==> src/rtl/anbs_pkg.sv <==
// types and constants shared by the annex b nal splitter modules
// no dependencies
package anbs_pkg;

    localparam int MaxResults = 5;
    localparam int BufDepth   = MaxResults + 1;
    localparam int CountW     = $clog2(BufDepth + 1);
    localparam int BatchW     = $clog2(MaxResults + 1);

    localparam logic [7:0] BYTE_ZERO = 8'h00;
    localparam logic [7:0] BYTE_ONE  = 8'h01;

    localparam logic KIND_PAYLOAD = 1'b0;
    localparam logic KIND_END     = 1'b1;

    typedef struct packed {
        logic       kind;
        logic [7:0] payload_byte;
        logic       first_of_nal;
        logic [4:0] nal_type;
        logic       last_result;
    } t_result;

    typedef struct packed {
        logic [BatchW-1:0]             count;
        t_result [MaxResults-1:0]      entry;
    } t_batch;

endpackage

==> src/rtl/anbs_parse.sv <==
// start code search and nal state: turns one accepted byte into a batch of results
// depends on anbs_pkg
module anbs_parse
    import anbs_pkg::*;
(
    input  logic       i_clk,
    input  logic       i_rst_n,
    input  logic       i_accept,
    input  logic [7:0] i_stream_byte,
    input  logic       i_end_of_buffer,
    output t_batch     o_batch
);

    logic [1:0] r_zero_run, n_zero_run;
    logic       r_inside_nal, n_inside_nal;
    logic       r_expect_first, n_expect_first;
    logic [4:0] r_current_type, n_current_type;

    logic       is_zero;
    logic       is_start;
    logic [2:0] nz;
    logic       has_b;
    logic       mark_a;
    logic       mark_b;
    logic [2:0] npay;
    logic       took;
    logic [4:0] new_type;
    logic [2:0] cnt;

    assign is_zero  = (i_stream_byte == BYTE_ZERO);
    assign is_start = (i_stream_byte == BYTE_ONE) && (r_zero_run >= 2'd2);

    always_comb begin
        nz     = '0;
        has_b  = 1'b0;
        mark_a = 1'b0;
        unique if (is_zero) begin
            // a fourth zero pushes the oldest held one out; buffer end flushes the rest
            if (r_inside_nal) begin
                nz = ((r_zero_run == 2'd3) ? 3'd1 : 3'd0)
                   + (i_end_of_buffer ?
                      ((r_zero_run == 2'd3) ? 3'd3 : ({1'b0, r_zero_run} + 3'd1)) : 3'd0);
            end
        end else if (is_start) begin
            mark_a = r_inside_nal && !r_expect_first;
        end else begin
            if (r_inside_nal) begin
                nz    = {1'b0, r_zero_run};
                has_b = 1'b1;
            end
        end
    end

    assign npay     = nz + {2'b00, has_b};
    assign took     = (npay != 3'd0);
    assign new_type = (r_expect_first && took) ?
                      ((nz != 3'd0) ? 5'd0 : i_stream_byte[4:0]) : r_current_type;
    // a start code on the last byte opens an empty unit that closes silently
    assign mark_b = i_end_of_buffer && !is_start && r_inside_nal
                    && (!r_expect_first || took);
    assign cnt    = npay + {2'b00, (mark_a || mark_b)};

    always_comb begin
        o_batch.count = cnt;
        for (int i = 0; i < MaxResults; i++) begin
            o_batch.entry[i].nal_type    = new_type;
            o_batch.entry[i].first_of_nal = (i == 0) && r_expect_first && took;
            o_batch.entry[i].last_result = (3'(i) == (cnt - 3'd1));
            if (3'(i) < nz) begin
                o_batch.entry[i].kind         = KIND_PAYLOAD;
                o_batch.entry[i].payload_byte = BYTE_ZERO;
            end else if ((3'(i) == nz) && has_b) begin
                o_batch.entry[i].kind         = KIND_PAYLOAD;
                o_batch.entry[i].payload_byte = i_stream_byte;
            end else begin
                o_batch.entry[i].kind         = KIND_END;
                o_batch.entry[i].payload_byte = BYTE_ZERO;
            end
        end
    end

    always_comb begin
        n_zero_run     = r_zero_run;
        n_inside_nal   = r_inside_nal;
        n_expect_first = r_expect_first && !took;
        n_current_type = new_type;
        priority if (i_end_of_buffer) begin
            n_zero_run     = 2'd0;
            n_inside_nal   = 1'b0;
            n_expect_first = 1'b0;
        end else if (is_zero) begin
            if (r_zero_run != 2'd3) begin
                n_zero_run = r_zero_run + 2'd1;
            end
        end else if (is_start) begin
            n_zero_run     = 2'd0;
            n_inside_nal   = 1'b1;
            n_expect_first = 1'b1;
        end else begin
            n_zero_run = 2'd0;
        end
    end

    always_ff @(posedge i_clk) begin
        if (!i_rst_n) begin
            r_zero_run     <= 2'd0;
            r_inside_nal   <= 1'b0;
            r_expect_first <= 1'b0;
            r_current_type <= 5'd0;
        end else if (i_accept) begin
            r_zero_run     <= n_zero_run;
            r_inside_nal   <= n_inside_nal;
            r_expect_first <= n_expect_first;
            r_current_type <= n_current_type;
        end
    end

    a_first_needs_inside: assert property (@(posedge i_clk) disable iff (!i_rst_n)
        r_expect_first |-> r_inside_nal)
        else $error("expect_first set outside a nal unit");

endmodule

==> src/rtl/anbs_outq.sv <==
// output queue: holds the results of a byte and hands them out one beat at a time
// depends on anbs_pkg
module anbs_outq
    import anbs_pkg::*;
(
    input  logic    i_clk,
    input  logic    i_rst_n,
    input  logic    i_push,
    input  t_batch  i_batch,
    input  logic    i_stall,
    output logic    o_valid,
    output t_result o_result,
    output logic    o_room
);

    t_result [BufDepth-1:0] r_buf, n_buf;
    logic [CountW-1:0]      r_count, n_count;
    logic                   pop;
    logic [CountW-1:0]      base;
    logic [CountW-1:0]      fill;
    logic [CountW-1:0]      idx;

    assign o_valid  = (r_count != '0);
    assign o_result = r_buf[0];
    assign o_room   = (r_count <= CountW'(1));
    assign pop      = o_valid && !i_stall;
    assign base     = r_count - CountW'(pop);
    assign fill     = i_push ? CountW'(i_batch.count) : '0;
    assign n_count  = base + fill;

    always_comb begin
        n_buf = r_buf;
        idx   = '0;
        for (int j = 0; j < BufDepth; j++) begin
            if (pop && (j < BufDepth - 1)) begin
                n_buf[j] = r_buf[j + 1];
            end
            // append the new batch right behind whatever survives the pop
            idx = CountW'(j) - base;
            if ((CountW'(j) >= base) && (idx < fill)) begin
                n_buf[j] = i_batch.entry[idx[BatchW-1:0]];
            end
        end
    end

    always_ff @(posedge i_clk) begin
        r_buf <= n_buf;
        if (!i_rst_n) begin
            r_count <= '0;
        end else begin
            r_count <= n_count;
        end
    end

    a_count_bound: assert property (@(posedge i_clk) disable iff (!i_rst_n)
        r_count <= CountW'(BufDepth))
        else $error("output queue overflow");

    a_push_has_room: assert property (@(posedge i_clk) disable iff (!i_rst_n)
        i_push |-> o_room)
        else $error("batch pushed without room");

    a_idle_holds: assert property (@(posedge i_clk) disable iff (!i_rst_n)
        (!i_push && !pop) |=> $stable(r_count))
        else $error("queue count moved without push or pop");

endmodule

==> src/rtl/annexb_nal_splitter_unit.sv <==
// H.264 annex b start code splitter, one stream byte per beat in, one result per beat out.
// A byte is taken in the cycle it arrives unless o_stall is high; its zero to five
// results land in a six-entry output queue and leave one per cycle while i_stall is low,
// so a plain payload stream runs at one byte per cycle. A byte that yields several results
// keeps the output busy with them in turn, and the input stalls while more than one result
// is still queued. Bytes before the first start code are dropped, held zeros are flushed
// at end of buffer, and every end of buffer closes the open nal unit.
// depends on anbs_pkg, anbs_parse, anbs_outq
module annexb_nal_splitter_unit
    import anbs_pkg::*;
(
    input  logic       i_clk,
    input  logic       i_rst_n,
    input  logic       i_valid,
    output logic       o_stall,
    input  logic [7:0] i_stream_byte,
    input  logic       i_end_of_buffer,
    output logic       o_valid,
    input  logic       i_stall,
    output logic       o_kind,
    output logic [7:0] o_payload_byte,
    output logic       o_first_of_nal,
    output logic [4:0] o_nal_type,
    output logic       o_last_result
);

    logic    accept;
    logic    room;
    t_batch  batch;
    t_result head;

    assign o_stall = !room;
    assign accept  = i_valid && room;

    anbs_parse u_parse (
        .i_clk          (i_clk),
        .i_rst_n        (i_rst_n),
        .i_accept       (accept),
        .i_stream_byte  (i_stream_byte),
        .i_end_of_buffer(i_end_of_buffer),
        .o_batch        (batch)
    );

    anbs_outq u_outq (
        .i_clk   (i_clk),
        .i_rst_n (i_rst_n),
        .i_push  (accept),
        .i_batch (batch),
        .i_stall (i_stall),
        .o_valid (o_valid),
        .o_result(head),
        .o_room  (room)
    );

    assign o_kind         = head.kind;
    assign o_payload_byte = head.payload_byte;
    assign o_first_of_nal = head.first_of_nal;
    assign o_nal_type     = head.nal_type;
    assign o_last_result  = head.last_result;

endmodule
==> config.mk <==
export PLATFORM = sky130hd
export DESIGN_NAME = annexb_nal_splitter_unit
export DESIGN_NICKNAME = d
export VERILOG_FILES = /design/src/rtl/anbs_pkg.sv /design/src/rtl/anbs_parse.sv /design/src/rtl/anbs_outq.sv /design/src/rtl/annexb_nal_splitter_unit.sv
export SDC_FILE = /design/constraint.sdc
export NUM_CORES = 1
export LEC_CHECK = 0
export ABC_AREA = 1
export BUFFER_PORTS_ARGS = -buffer_cell sky130_fd_sc_hd__clkbuf_2
export CAP_MARGIN = 20
export CORE_UTILIZATION = 58
export CTS_CLUSTER_DIAMETER = 120
export CTS_CLUSTER_SIZE = 8
export DETAILED_ROUTE_END_ITERATION = 10
export PLACE_DENSITY = 0.88
export SLEW_MARGIN = 20
export SYNTH_ARGS = -nofsm -noshare
export SYNTH_HDL_FRONTEND = slang
export SYNTH_HIERARCHICAL = 1
export SYNTH_SLANG_ARGS = --single-unit
==> constraint.sdc <==
create_clock -name i_clk -period 5.25 [get_ports i_clk]
set_input_delay 1.05 -clock i_clk [delete_from_list [all_inputs] [get_ports i_clk]]
set_output_delay 1.05 -clock i_clk [all_outputs]
set_load 0.02 [all_outputs]
# == Word level (Yosys, flattened, before mapping) ==
# Index checks and enable logic that the tools add are counted.
# classes
shift,0
n_bitwise,0
div_mod_pow,0
n_reduce_logical,41
n_eq_ne,13
n_lt_le_gt_ge,25
add_sub_neg,14
n_mul,0
n_mux,56
# ops
op,n
binary-select mux 16 bit (select 3 bit),6
two-way mux 16 bit,16
two-way mux 9 bit,10
< comparator 3 x 4 -> 1 bit (second input constant),6
logical AND 1 bit,20
< comparator 3 bit,6
two-way mux 3 bit,6
equality test 2 x 3 -> 1 bit (first input constant),4
two-way mux 1 bit,12
nonzero test 2 bit,6
two-way mux 5 bit,2
nonzero test 3 bit,3
equality test 8 x 1 -> 1 bit (second input constant),1
zero test 8 bit,1
two-way mux 2 bit,4
adder 3 x 1 -> 3 bit,2
adder 3 bit,2
equality test 1 x 3 -> 1 bit (first input constant),2
equality test 3 bit (first input constant),2
>= comparator 1 x 3 -> 1 bit (first input constant),2
>= comparator 2 x 3 -> 1 bit (first input constant),2
>= comparator 3 bit (first input constant),2
zero test 3 bit,2
< comparator 1 x 3 -> 1 bit (first input constant),2
other kinds (18),28
# totals
elab_cells,184
out_inout_bits,18
mem_count,0
input_bits,13
register_bits,108
mem_bits_rw,0
mem_bits_ro,0
latch_bits,0

# == Longest topological paths before layout ==
# logic_depth
word_depth,17
ltp_mapped,31

# == Modules after synthesis ==
# Netlist, hierarchy kept.
# by_module_without_submodules
module,cells_per_inst,n_inst,area_each_um2
anbs_outq,1117,1,7629.8
anbs_parse,226,1,1447.6
annexb_nal_splitter_unit,3,1,11.3

# == Least setup slack after synthesis ==
# OpenSTA, ideal clock, no wires.
# synth_path
path_type,input to register
from,in i_stream_byte[7]
to,"reg u_outq/r_buf[80] in the netlist's numbering, enable pin"
required_ps,4836
cell_stages,20
setup_slack_ps,-236
t_arrival_ps,5072
setup_ps,414
path_cell_list,nor2_1 > nand2_2 > inv_1 > nand3_2 > nand2_1 > a21boi_4 > ha_1 > ha_1 > nor2_1 > nand3_1 > nand4_1 > o31ai_1 > ha_1 > ha_1 > or2_1 > nand2_2 > inv_2 > nand2_1 > ha_1 > a21boi_0
# synth_rtl
item,line_no,rtl
start: declaration,annexb_nal_splitter_unit.sv:16,"input logic [7:0] i_stream_byte,"
end signal: assignment,anbs_outq.sv:47,r_buf <= n_buf;
end: declaration,anbs_outq.sv:16,"t_result [BufDepth-1:0] r_buf, n_buf;"

==> results.yml <==
floorplanning:
  row_count: 45
  dieArea_mm2: 0.0162
  boundaryPins: 31
  core-area_mm2: 0.0153
  start_util: 0.596
  die_x_um: 127
  die_h_um: 127
finish:
  n_antenna_cell: 0
  nets: 1354
  final_cell_mix: "nand2_1 (558), nand3_1 (185), nor2_1 (105)"
  utilization: 0.611
  drive_gt1_frac: 0.0994
  syn2layout_area_growth_pct: 2.63
  final_common_cell: "nand2_1"
logic_synthesis:
  ys_ff_latch: 108
  ys_warn_count: 6
  ys_types: 45
  synthCells: 1346
  syn_area_mm2: 0.00909
  async_flop_share: 0
  synth_edf_count: 96
  ys.flop_type: "edfxtp_1"
  yosysSeqAreaShare: 0.344
  avgSynthCellArea_um2: 6.75
setup_path:
  cp_common_cell: "ha_1"
  regToRegSetupSlack_ps: 540
  reg2reg_to: "u_outq/r_buf[41]"
  cp-end-kind: "register"
  crit_fanout: 32
  start_kind: "input port"
  rr_worst_depth: 30
  crit_arrival_ps: 4980
  worst_path_max_delay_cell: "buf_4"
  worst_ep_required_time_ps: 5370
  r2r-start: "u_parse/r_zero_run[0]"
  critical_path_class: "in -> reg"
  critPathMaxStageDelay_ps: 340
place:
  post-dp-hpwl_um: 16700
  gp_congestion: 0.916
  io_buffers: 30
  dp_slack_ps: 92.8
clock_network:
  cts.path.max_buffers: 2
  ctsRootBufferMaster: "clkbuf_16"
  clock_latency_ps: 360
  h-tree-depth: 3
  clk_pin_slew_ps: 70
  ctsResizeCount: 0
  post_cts_buffers: 0
  ctsHoldBuffers: 0
  cts_buffers: 9
  cts_tree: "yes"
  clock_sinks: 108
sta:
  finalHoldViolCount: 0
  clock-skew-final_ps: 9.03
  fmax_ghz: 0.206
  finalCriticalPeriod_ps: 4860
  relSlewSlack: 0.290
  whs_ps: 515
  setup_viol: 0
  slew_violations: 0
  period_share: 0.927
  grt_setup_unrepaired: "false"
  tightest_slew_ps: 1070
  tns_ps: 0
  layout_setup_ws_ps: 386
grt:
  use_met2: 0.500
  grt_max_degree: 110
  grt_overflow_total: 0
  grt_pass1_wl_um: 40200
  first_global_vias: 8071
  grt_use_met1: 0.426
  grtUsageTotal: 0.320
  grt-busiest-layer: "met2"
  antenna_found_initial: 0
  grt.met3_usage: 0.0737
routing:
  drc_errors: 0
  first_pass_iters: 6
  drt-initial-drc-count: 1414
  vias_per_cell: 5.80
  via_count: 8869
  antenna_left: 0
  wl_per_cell_um: 16.5
  routed_wl_um: 25200
hold_path:
  min_from: "u_outq/r_buf[62]"
  worstHoldPathCells: 2
  hp-class: "reg -> reg"
  hold_end: "u_outq/r_buf[46]"
outcome:
  status: "finished, final reports clean"
job:
  cap_viol_max_count: 0
[worst max-delay path by stage]
stage / from / endpoint / slack [ps] / cells after the start
5_1_grt: i_stream_byte[2] / u_outq/r_buf[37] / 70 / 30
3_5_place_dp: i_stream_byte[4] / u_outq/o_result[7] / 90 / 27
4_1_cts: i_stream_byte[4] / u_outq/r_buf[41] / 420 / 27
6_report: i_stream_byte[4] / u_outq/r_buf[41] / 390 / 30
2_1_floorplan: i_stream_byte[7] / u_outq/r_buf[64] / 110 / 25
3_3_place_gp: i_stream_byte[5] / u_outq/o_result[6] / 270 / 27
[synthesized netlist by cell type (3+ instances only)]
master,instances,area share
inv_2,10,0.0041
buf_2,30,0.017
o21ai_0,28,0.015
nand4_2,3,0.0041
nand3_2,14,0.015
nor3_1,11,0.0061
o211ai_1,15,0.012
nand2_4,4,0.0050
a31oi_1,16,0.011
edfxtp_1,96,0.32
buf_6,7,0.0087
inv_1,80,0.033
nand3_1,185,0.10
clkbuf_1,15,0.0062
nand4_1,9,0.0062
a21oi_1,14,0.0077
dfxtp_1,12,0.026
buf_1,5,0.0021
nand2_1,558,0.23
buf_4,58,0.048
ha_1,28,0.039
o21ai_1,7,0.0039
nand2_2,11,0.0076
nor2_1,105,0.043
[cell type report]
type | count | area [µm²]
tap | 211 | 264
multi-input combinational | 1039 | 4910
inverter | 95 | 367
clock buffer | 9 | 225
clock inverter | 7 | 47.5
timing repair buffer | 60 | 388
fill | 1365 | 5930
sequential | 108 | 3120
[logic make-up after synthesis]
logic type                 Yosys count  synth area share
xor gates and xnor gates             1          0.000964
DFF                                108             0.344
buffers and inverters              210             0.122
other                                1          0.000413
adders and majority gates           28            0.0385
and+or+nand+nor                    910             0.434
AOI/OAI and AO/OA                   88            0.0604
[routing by layer]
layer  share of wire  wire (µm)
met5               0          0
met4           0.035        876
met3            0.14       3410
met2            0.44      11200
met1            0.39       9730
[metrics by stage]
stage | instances | cell area [µm²]
2_1_floorplan | 1357 | 9130
3_3_place_gp | 1513 | 9050
3_5_place_dp | 1513 | 9050
4_1_cts | 1529 | 9330
5_1_grt | 1529 | 9330
6_report | 1529 | 9330
[worst max-delay path, delay by kind of cell]
kind	cells	cell delay, ps
AND/OR/NAND/NOR	16	1760
AO/OA/AOI/OAI	2	160
buffers and inverters	7	930
adder cells (fa/ha/maj)	5	1070
[sequential cells by signal (all words and copies together), names as in the netlist]
name	cells
u_outq/r_buf	80
u_outq/r_count	3
u_parse/r_zero_run	2
u_parse/r_expect_first	1
u_parse/r_inside_nal	1
u_outq/o_result	16
u_parse/r_current_type	5
Power is left out: the tool's default activity adds up to more than one toggle a clock period on the data nets, which glitch-free logic cannot reach.
